### config.mk
export PLATFORM = sky130hd
export DESIGN_NAME = saturating_counter_array
export DESIGN_NICKNAME = d
export VERILOG_FILES = /design/src/hdl/sca_pkg.sv /design/src/hdl/sca_ram.sv /design/src/hdl/saturating_counter_array.sv
export SDC_FILE = /design/constraint.sdc
export NUM_CORES = 2
export LEC_CHECK = 0
export BUFFER_PORTS_ARGS = -buffer_cell sky130_fd_sc_hd__buf_2
export CAP_MARGIN = 15
export CORE_MARGIN = 1
export CORE_UTILIZATION = 50
export CTS_CLUSTER_SIZE = 12
export DETAILED_ROUTE_END_ITERATION = 8
export PLACE_DENSITY_LB_ADDON = 0.12
export SLEW_MARGIN = 10
export SYNTH_ARGS = -nofsm -noshare
export SYNTH_HDL_FRONTEND = slang
export SYNTH_SLANG_ARGS = --single-unit
### constraint.sdc
create_clock -name clk -period 84.1 [get_ports clk]
set_input_delay 12.615 -clock clk [delete_from_list [all_inputs] [get_ports clk]]
set_output_delay 12.615 -clock clk [all_outputs]
set_load 0.1 [all_outputs]
### src/hdl/sca_pkg.sv
// ----------------------------------------------------------------------------
// sca_pkg
// shared constants and action codes of the saturating counter array
// ----------------------------------------------------------------------------
package sca_pkg;

  localparam int unsigned NUM_CELLS     = 1024;
  localparam int unsigned COUNTER_WIDTH = 4;
  localparam int unsigned ADDR_W        = (NUM_CELLS > 1) ? $clog2(NUM_CELLS) : 1;

  // transaction field widths
  localparam int unsigned ACTION_W  = 3;
  localparam int unsigned INDEX_W   = 10;
  localparam int unsigned OPERAND_W = 4;
  localparam int unsigned VALUE_W   = 4;
  localparam int unsigned IN_DATA_W  = 24;
  localparam int unsigned OUT_DATA_W = 8;

  typedef logic [COUNTER_WIDTH-1:0] cnt_t;
  typedef logic [ADDR_W-1:0]        addr_t;
  typedef logic [ACTION_W-1:0]      action_t;

  localparam action_t ACT_READ  = 3'd0;
  localparam action_t ACT_INC   = 3'd1;
  localparam action_t ACT_DEC   = 3'd2;
  localparam action_t ACT_SET   = 3'd3;
  localparam action_t ACT_CLEAR = 3'd4;

endpackage

### src/hdl/sca_ram.sv
// ----------------------------------------------------------------------------
// sca_ram
// simple dual port ram, one write and one registered read port
// ----------------------------------------------------------------------------
module sca_ram #(
  parameter int unsigned WIDTH = 8,
  parameter int unsigned DEPTH = 16,
  localparam int unsigned AW   = (DEPTH > 1) ? $clog2(DEPTH) : 1
) (
  input  logic             clk,
  input  logic             we,
  input  logic [AW-1:0]    waddr,
  input  logic [WIDTH-1:0] wdata,
  input  logic             re,
  input  logic [AW-1:0]    raddr,
  output logic [WIDTH-1:0] rdata
);

  logic [WIDTH-1:0] mem [DEPTH];
  logic [WIDTH-1:0] rdata_r;

  always_ff @(posedge clk) begin
    if (we) begin
      mem[waddr] <= wdata;
    end
    if (re) begin
      rdata_r <= mem[raddr];
    end
  end

  assign rdata = rdata_r;

endmodule

### src/hdl/saturating_counter_array.sv
// ----------------------------------------------------------------------------
// saturating_counter_array
// array of small saturating counters kept in one ram, updated by
// read-modify-write with forwarding between consecutive transactions
// ----------------------------------------------------------------------------
// result path: update stage, then the output register
// throughput: one transaction per cycle, set by the single ram read/write pair,
//   while the output drains and no clear is pending
// clear all: result like any other, then a sweep zeroes every cell, with
//   in_tready low from the clear's acceptance until the sweep ends
// reset: synchronous, active low; a clearing sweep runs before input is taken
module saturating_counter_array (
  input  logic                              clk,
  input  logic                              rst_n,
  input  logic                              in_tvalid,
  output logic                              in_tready,
  // action [2:0], cell_index [12:3], operand_value [16:13], zero fill
  input  logic [sca_pkg::IN_DATA_W-1:0]     in_tdata,
  output logic                              out_tvalid,
  input  logic                              out_tready,
  // cell_value [3:0], ok [4], zero fill
  output logic [sca_pkg::OUT_DATA_W-1:0]    out_tdata
);

  import sca_pkg::*;

  // top-level modes
  localparam logic ST_RUN   = 1'b0;
  localparam logic ST_SWEEP = 1'b1;

  logic state_r, state_nxt;
  addr_t sweep_cnt_r, sweep_cnt_nxt;

  // input transaction fields
  action_t                in_action;
  logic [INDEX_W-1:0]     in_cell_index;
  logic [OPERAND_W-1:0]   in_operand_value;
  logic                   in_accept;
  logic                   in_in_range;
  addr_t                  in_addr;

  // update stage: ram data arrives here
  logic    s1_v_r, s1_v_nxt;
  action_t s1_act_r;
  addr_t   s1_addr_r;
  logic    s1_inr_r;
  cnt_t    s1_opnd_r;
  logic    s1_done;
  logic    s1_wr;

  // forwarding of the value written by the previous transaction
  logic fwd_r;
  cnt_t fwd_val_r;

  // output register
  logic                   out_v_r, out_v_nxt;
  logic [VALUE_W-1:0]     out_value_r;
  logic                   out_ok_r;

  // ram ports
  logic  ram_we;
  addr_t ram_waddr;
  cnt_t  ram_wdata;
  cnt_t  ram_rdata;

  // update arithmetic
  cnt_t                   cur;
  logic [COUNTER_WIDTH:0] sum;
  cnt_t                   new_val;
  logic                   new_ok;
  logic [VALUE_W-1:0]     res_value;
  logic                   res_ok;

  assign in_action        = in_tdata[2:0];
  assign in_cell_index    = in_tdata[12:3];
  assign in_operand_value = in_tdata[16:13];
  assign in_addr          = ADDR_W'(in_cell_index);
  assign in_in_range      = 32'(in_cell_index) < 32'(NUM_CELLS);

  // update stage retires when the output register is free or being drained
  assign s1_done = s1_v_r && (!out_v_r || out_tready);
  // only in-range, non-clear transactions write their cell back
  assign s1_wr   = s1_done && s1_inr_r && (s1_act_r != ACT_CLEAR);

  // a clear holds off new work until its sweep has finished
  assign in_tready = (state_r == ST_RUN)
                   && (!s1_v_r || (s1_done && (s1_act_r != ACT_CLEAR)));
  assign in_accept = in_tvalid && in_tready;

  sca_ram #(
    .WIDTH (COUNTER_WIDTH),
    .DEPTH (NUM_CELLS)
  ) u_ram (
    .clk   (clk),
    .we    (ram_we),
    .waddr (ram_waddr),
    .wdata (ram_wdata),
    .re    (in_accept),
    .raddr (in_addr),
    .rdata (ram_rdata)
  );

  // current value: forwarded when the previous transaction just wrote this cell
  assign cur = fwd_r ? fwd_val_r : ram_rdata;
  assign sum = {1'b0, cur} + {1'b0, s1_opnd_r};

  always_comb begin
    new_val = cur;
    new_ok  = 1'b1;
    case (s1_act_r)
      ACT_INC: begin
        if (sum[COUNTER_WIDTH]) begin
          new_val = '1;
          new_ok  = 1'b0;
        end else begin
          new_val = sum[COUNTER_WIDTH-1:0];
        end
      end
      ACT_DEC: begin
        new_val = cur - s1_opnd_r;
        new_ok  = !(s1_opnd_r > cur);
      end
      ACT_SET: begin
        new_val = s1_opnd_r;
      end
      default: begin
        // read and unused codes leave the cell as it is
        new_val = cur;
      end
    endcase
  end

  always_comb begin
    if (s1_act_r == ACT_CLEAR) begin
      res_value = '0;
      res_ok    = 1'b1;
    end else if (!s1_inr_r) begin
      res_value = '0;
      res_ok    = 1'b0;
    end else begin
      res_value = VALUE_W'(new_val);
      res_ok    = new_ok;
    end
  end

  // write port: sweep zeroes cells, otherwise the update stage writes back
  always_comb begin
    if (state_r == ST_SWEEP) begin
      ram_we    = 1'b1;
      ram_waddr = sweep_cnt_r;
      ram_wdata = '0;
    end else begin
      ram_we    = s1_wr;
      ram_waddr = s1_addr_r;
      ram_wdata = new_val;
    end
  end

  // mode and sweep counter
  always_comb begin
    state_nxt     = state_r;
    sweep_cnt_nxt = sweep_cnt_r;
    case (state_r)
      ST_RUN: begin
        if (s1_done && (s1_act_r == ACT_CLEAR)) begin
          state_nxt     = ST_SWEEP;
          sweep_cnt_nxt = '0;
        end
      end
      ST_SWEEP: begin
        sweep_cnt_nxt = sweep_cnt_r + 1'b1;
        if (sweep_cnt_r == ADDR_W'(NUM_CELLS - 1)) begin
          state_nxt     = ST_RUN;
          sweep_cnt_nxt = '0;
        end
      end
      default: begin
        state_nxt = ST_RUN;
      end
    endcase
  end

  always_comb begin
    s1_v_nxt = s1_v_r;
    if (in_accept) begin
      s1_v_nxt = 1'b1;
    end else if (s1_done) begin
      s1_v_nxt = 1'b0;
    end
  end

  always_comb begin
    out_v_nxt = out_v_r;
    if (s1_done) begin
      out_v_nxt = 1'b1;
    end else if (out_tready) begin
      out_v_nxt = 1'b0;
    end
  end

  // control state
  always_ff @(posedge clk) begin
    if (!rst_n) begin
      state_r     <= ST_SWEEP;
      sweep_cnt_r <= '0;
      s1_v_r      <= 1'b0;
      out_v_r     <= 1'b0;
      fwd_r       <= 1'b0;
    end else begin
      state_r     <= state_nxt;
      sweep_cnt_r <= sweep_cnt_nxt;
      s1_v_r      <= s1_v_nxt;
      out_v_r     <= out_v_nxt;
      if (in_accept) begin
        fwd_r <= s1_wr && (s1_addr_r == in_addr);
      end
    end
  end

  // payload
  always_ff @(posedge clk) begin
    if (in_accept) begin
      s1_act_r  <= in_action;
      s1_addr_r <= in_addr;
      s1_inr_r  <= in_in_range;
      s1_opnd_r <= COUNTER_WIDTH'(in_operand_value);
    end
    if (s1_wr) begin
      fwd_val_r <= new_val;
    end
    if (s1_done) begin
      out_value_r <= res_value;
      out_ok_r    <= res_ok;
    end
  end

  assign out_tvalid = out_v_r;
  assign out_tdata  = {{(OUT_DATA_W - VALUE_W - 1){1'b0}}, out_ok_r, out_value_r};

endmodule

==> impl_metrics.tcl <==
set metrics [dict create \
    cts_buffers 423 \
    postCtsSetupRepairBufs 0 \
    async_flop_share_pct 0 \
    io_pins 38 \
    layout-drive-gt1-share_pct 20.2 \
    hold_path_end "s1_v_r$_SDFFE_PN0P_" \
    wirelength_mm 463 \
    top_usage_layer "met2" \
    hold_path.class "reg2reg" \
    timing.reg2reg.setup_slack_ns 75.81 \
    grt_pass1_wl_mm 652 \
    power_switching_mw 0.874 \
    start_util_pct 50.2 \
    synth_compound_area_share_pct 3.28 \
    muxShareOfSynthArea_pct 15.0 \
    tightestPinTransition_ns 1.26 \
    synthesis.instances 8447 \
    cts_tree "yes" \
    ys_ff_latch 4140 \
    vias 85400 \
    cts_sinks 4140 \
    synth_ff_type "edfxtp_1" \
    dpl.cell_count 12500 \
    fin_area_mm2 0.181 \
    synth-simple-area-share_pct 3.87 \
    post-dp-hpwl_mm 271 \
    synth_edf_count 4126 \
    placeableCoreArea_mm2 0.327 \
    p_clk_share_pct 41.9 \
    cts.clk_slew.worst_paths_ns 0.06 \
    cp.arrival_ns 14.60 \
    yosys.area_share.adder_pct 0.100 \
    p_sw_share_pct 21.2 \
    grt_start_max_net_pins 241 \
    drt-initial-drc-count 11400 \
    synth_xor_area_share_pct 0.0745 \
    chipHeight_um 576 \
    fillers 24800 \
    syn_to_final_growth_pct 10.3 \
    clk_path_buf_depth 4 \
    final_cell_count_no_fill 13200 \
    seq_area_frac_synth_pct 75.5 \
    clk_latency_ns 0.96 \
    row_count 210 \
    fin_crit_sh_pct 32.4 \
    p_seq_share_pct 54.3 \
    setup_viol 0 \
    post-route-min-period_ns 27.21 \
    die_area_mm2 0.331 \
    cp-end-kind "output pin" \
    max_freq_mhz 36.7 \
    hold_depth 2 \
    combPwrFrac_pct 3.9 \
    syn_area_per_cell_um2 19.5 \
    synth_top_family_by_area "multiplexers" \
    final_nets 8576 \
    antenna_found_initial 29 \
    post_drt_wl_per_cell_um 35.2 \
    viasPerCell 6.48 \
    gr-total-overflow 0 \
    gp_congestion 0.841 \
    io_buffer_count 27 \
    worst_slack_ns 56.89 \
    r2r-start "u_ram.rdata[0]$_DFFE_PP_" \
    htreeDepth 5 \
    pre_cts_ws_ns 56.90 \
    crit_fanout 8 \
    p_per_area_mw_per_mm2 22.7 \
    drtPass1Iterations 6 \
    root_buffer "clkbuf_16" \
    whs_ns 0.515 \
    cts_hold_buf 0 \
    grt_pass1_vias 85300 \
    slew_headroom_pct 15.6 \
    crit_start "out_tready" \
    rsz0062_at_grt "false" \
    cap_viol_max_count 0 \
    route.antenna.remaining_nets 0 \
    dpl_cell_area_mm2 0.169 \
    ir_drop_v 0.0000190 \
    finClkSkew_ns 0.0385 \
    tns_ns 0 \
    leakagePower_nw 58.5 \
    finalHoldViolCount 0 \
    die_w_um 576 \
    globalRouteMet1Util_pct 40.3 \
    yosysWarnings 0 \
    final_core_util_pct 55.4 \
    syn_area_mm2 0.164 \
    cp.required_ns 71.49 \
    cts_resized 0 \
    drc_errors 0 \
    critPathLaunchType "primary input" \
    power.internal_mw 3.24 \
    grt_usage_pct 27.9 \
    power.total_mw 4.12 \
    grtUsageMet2_pct 43.8 \
    r2r_cells 19 \
    synth_cell_types 73 \
    min-delay-start "s1_v_r$_SDFFE_PN0P_" \
    grtUsageMet3_pct 5.07 \
    outcome "finished clean" \
    crit_type "in2out" \
    timing.rr.end "u_ram.mem[300][0]$_DFFE_PP_" \
    slew_viol_final 0 \
]
## state kept, by name (all words and copies together), names as in the netlist
| name | cells |
|---|---|
| u_ram.mem | 4096 |
| s1_addr_r | 10 |
| sweep_cnt_r | 10 |
| fwd_val_r | 4 |
| out_value_r | 4 |
| s1_opnd_r | 4 |
| u_ram.rdata | 4 |
| s1_act_r | 3 |
| fwd_r | 1 |
| out_ok_r | 1 |
| out_tvalid | 1 |
| s1_v_r | 1 |
| state_r | 1 |
## placed cells by master (no fill, tap or decap), types with 103 or more instances in the layout
cell	instances
nor2_1	1095
clkbuf_16	427
o221ai_1	157
mux2i_1	419
nand2_1	127
mux4_2	898
edfxtp_1	4126
clkbuf_1	103
o22ai_1	107
buf_4	220
a21oi_1	139
## logic make-up after synthesis
kind of cell | count (synthesis)
multiplexers | 1338
AND/OR/NAND/NOR | 1536
AO/OA/AOI/OAI | 772
adder cells (fa/ha/maj) | 12
buffers and inverters | 634
flip-flops | 4140
XOR/XNOR | 14
other | 1
## power by group through the flow
| stage | registers, mW | clock network [mW] | logic (mW) |
|---|---|---|---|
| finish | 2.24 | 1.72 | 0.159 |
| global route | 2.23 | 1.82 | 0.164 |
| CTS | 2.24 | 1.74 | 0.159 |
| detailed placement | 2.28 | 0 | 0.158 |
| global placement | 2.28 | 0 | 0.158 |
| floorplan | 2.28 | 0 | 0.100 |
## synth_stat cells, types with 7 or more instances
library cell / n / share of area (%)
buf_6: 79 / 0.54
or3_1: 20 / 0.076
buf_4: 42 / 0.19
and3_1: 12 / 0.046
o21ai_0: 91 / 0.28
buf_8: 16 / 0.15
nand4_1: 13 / 0.049
inv_1: 29 / 0.066
nor4_1: 15 / 0.057
o22ai_1: 107 / 0.41
edfxtp_1: 4126 / 75
nand2_1: 144 / 0.33
o221ai_1: 157 / 0.84
a221oi_1: 19 / 0.10
a2111oi_0: 16 / 0.085
o2111ai_1: 7 / 0.037
a22o_1: 19 / 0.10
a21oi_1: 139 / 0.42
a31oi_1: 20 / 0.076
ha_1: 10 / 0.076
nand2b_1: 9 / 0.034
mux4_2: 898 / 12
dfxtp_1: 14 / 0.17
nor2_1: 1104 / 2.5
nor3_1: 88 / 0.27
a22oi_1: 101 / 0.46
mux2i_1: 419 / 2.5
xnor2_1: 8 / 0.043
o211ai_1: 11 / 0.050
nor3b_1: 7 / 0.032
buf_2: 107 / 0.33
mux2_2: 19 / 0.13
buf_1: 29 / 0.066
clkbuf_1: 323 / 0.74
nor2b_1: 24 / 0.091
or2_2: 9 / 0.034
and2_1: 17 / 0.065
nand3_1: 53 / 0.16
a211oi_1: 24 / 0.11
a211o_1: 8 / 0.043
buf_12: 8 / 0.097
## layer usage
| layer | part of all wire, % | routed length, um |
|---|---|---|
| met1 | 41 | 189000 |
| met2 | 47 | 218000 |
| met5 | 0.010 | 48 |
| met4 | 3.0 | 14100 |
| met3 | 9.0 | 41600 |
## final cells by class
type	instances	area [um^2]	area share, %
clock buffer	536	11200	6.15
timing repair buffer	266	2230	1.23
antenna	12	30.0	0.0165
multi-input combinational	3675	37100	20.5
clock inverter	170	1190	0.657
inverter	30	125	0.0689
tap	4346	5440	3.00
sequential	4140	124000	68.4
## worst max-delay path: stages
cell and delay, ns:
buf_2 0.07, nor2b_1 0.06, nor2b_1 0.63, nand2b_1 0.35, a21oi_1 0.37, buf_2 0.49
## worst max-delay path by stage
stage          slack (ns)  cells after the start                        end
2_1_floorplan       53.58                     14  u_ram.mem[0][1]$_DFFE_PP_
3_3_place_gp        56.88                      6                  in_tready
3_5_place_dp        56.90                      6                  in_tready
4_1_cts             56.89                      6                  in_tready
5_1_grt             56.78                      6                  in_tready
6_report            56.89                      6                  in_tready
(Power assumes the default switching activity.)
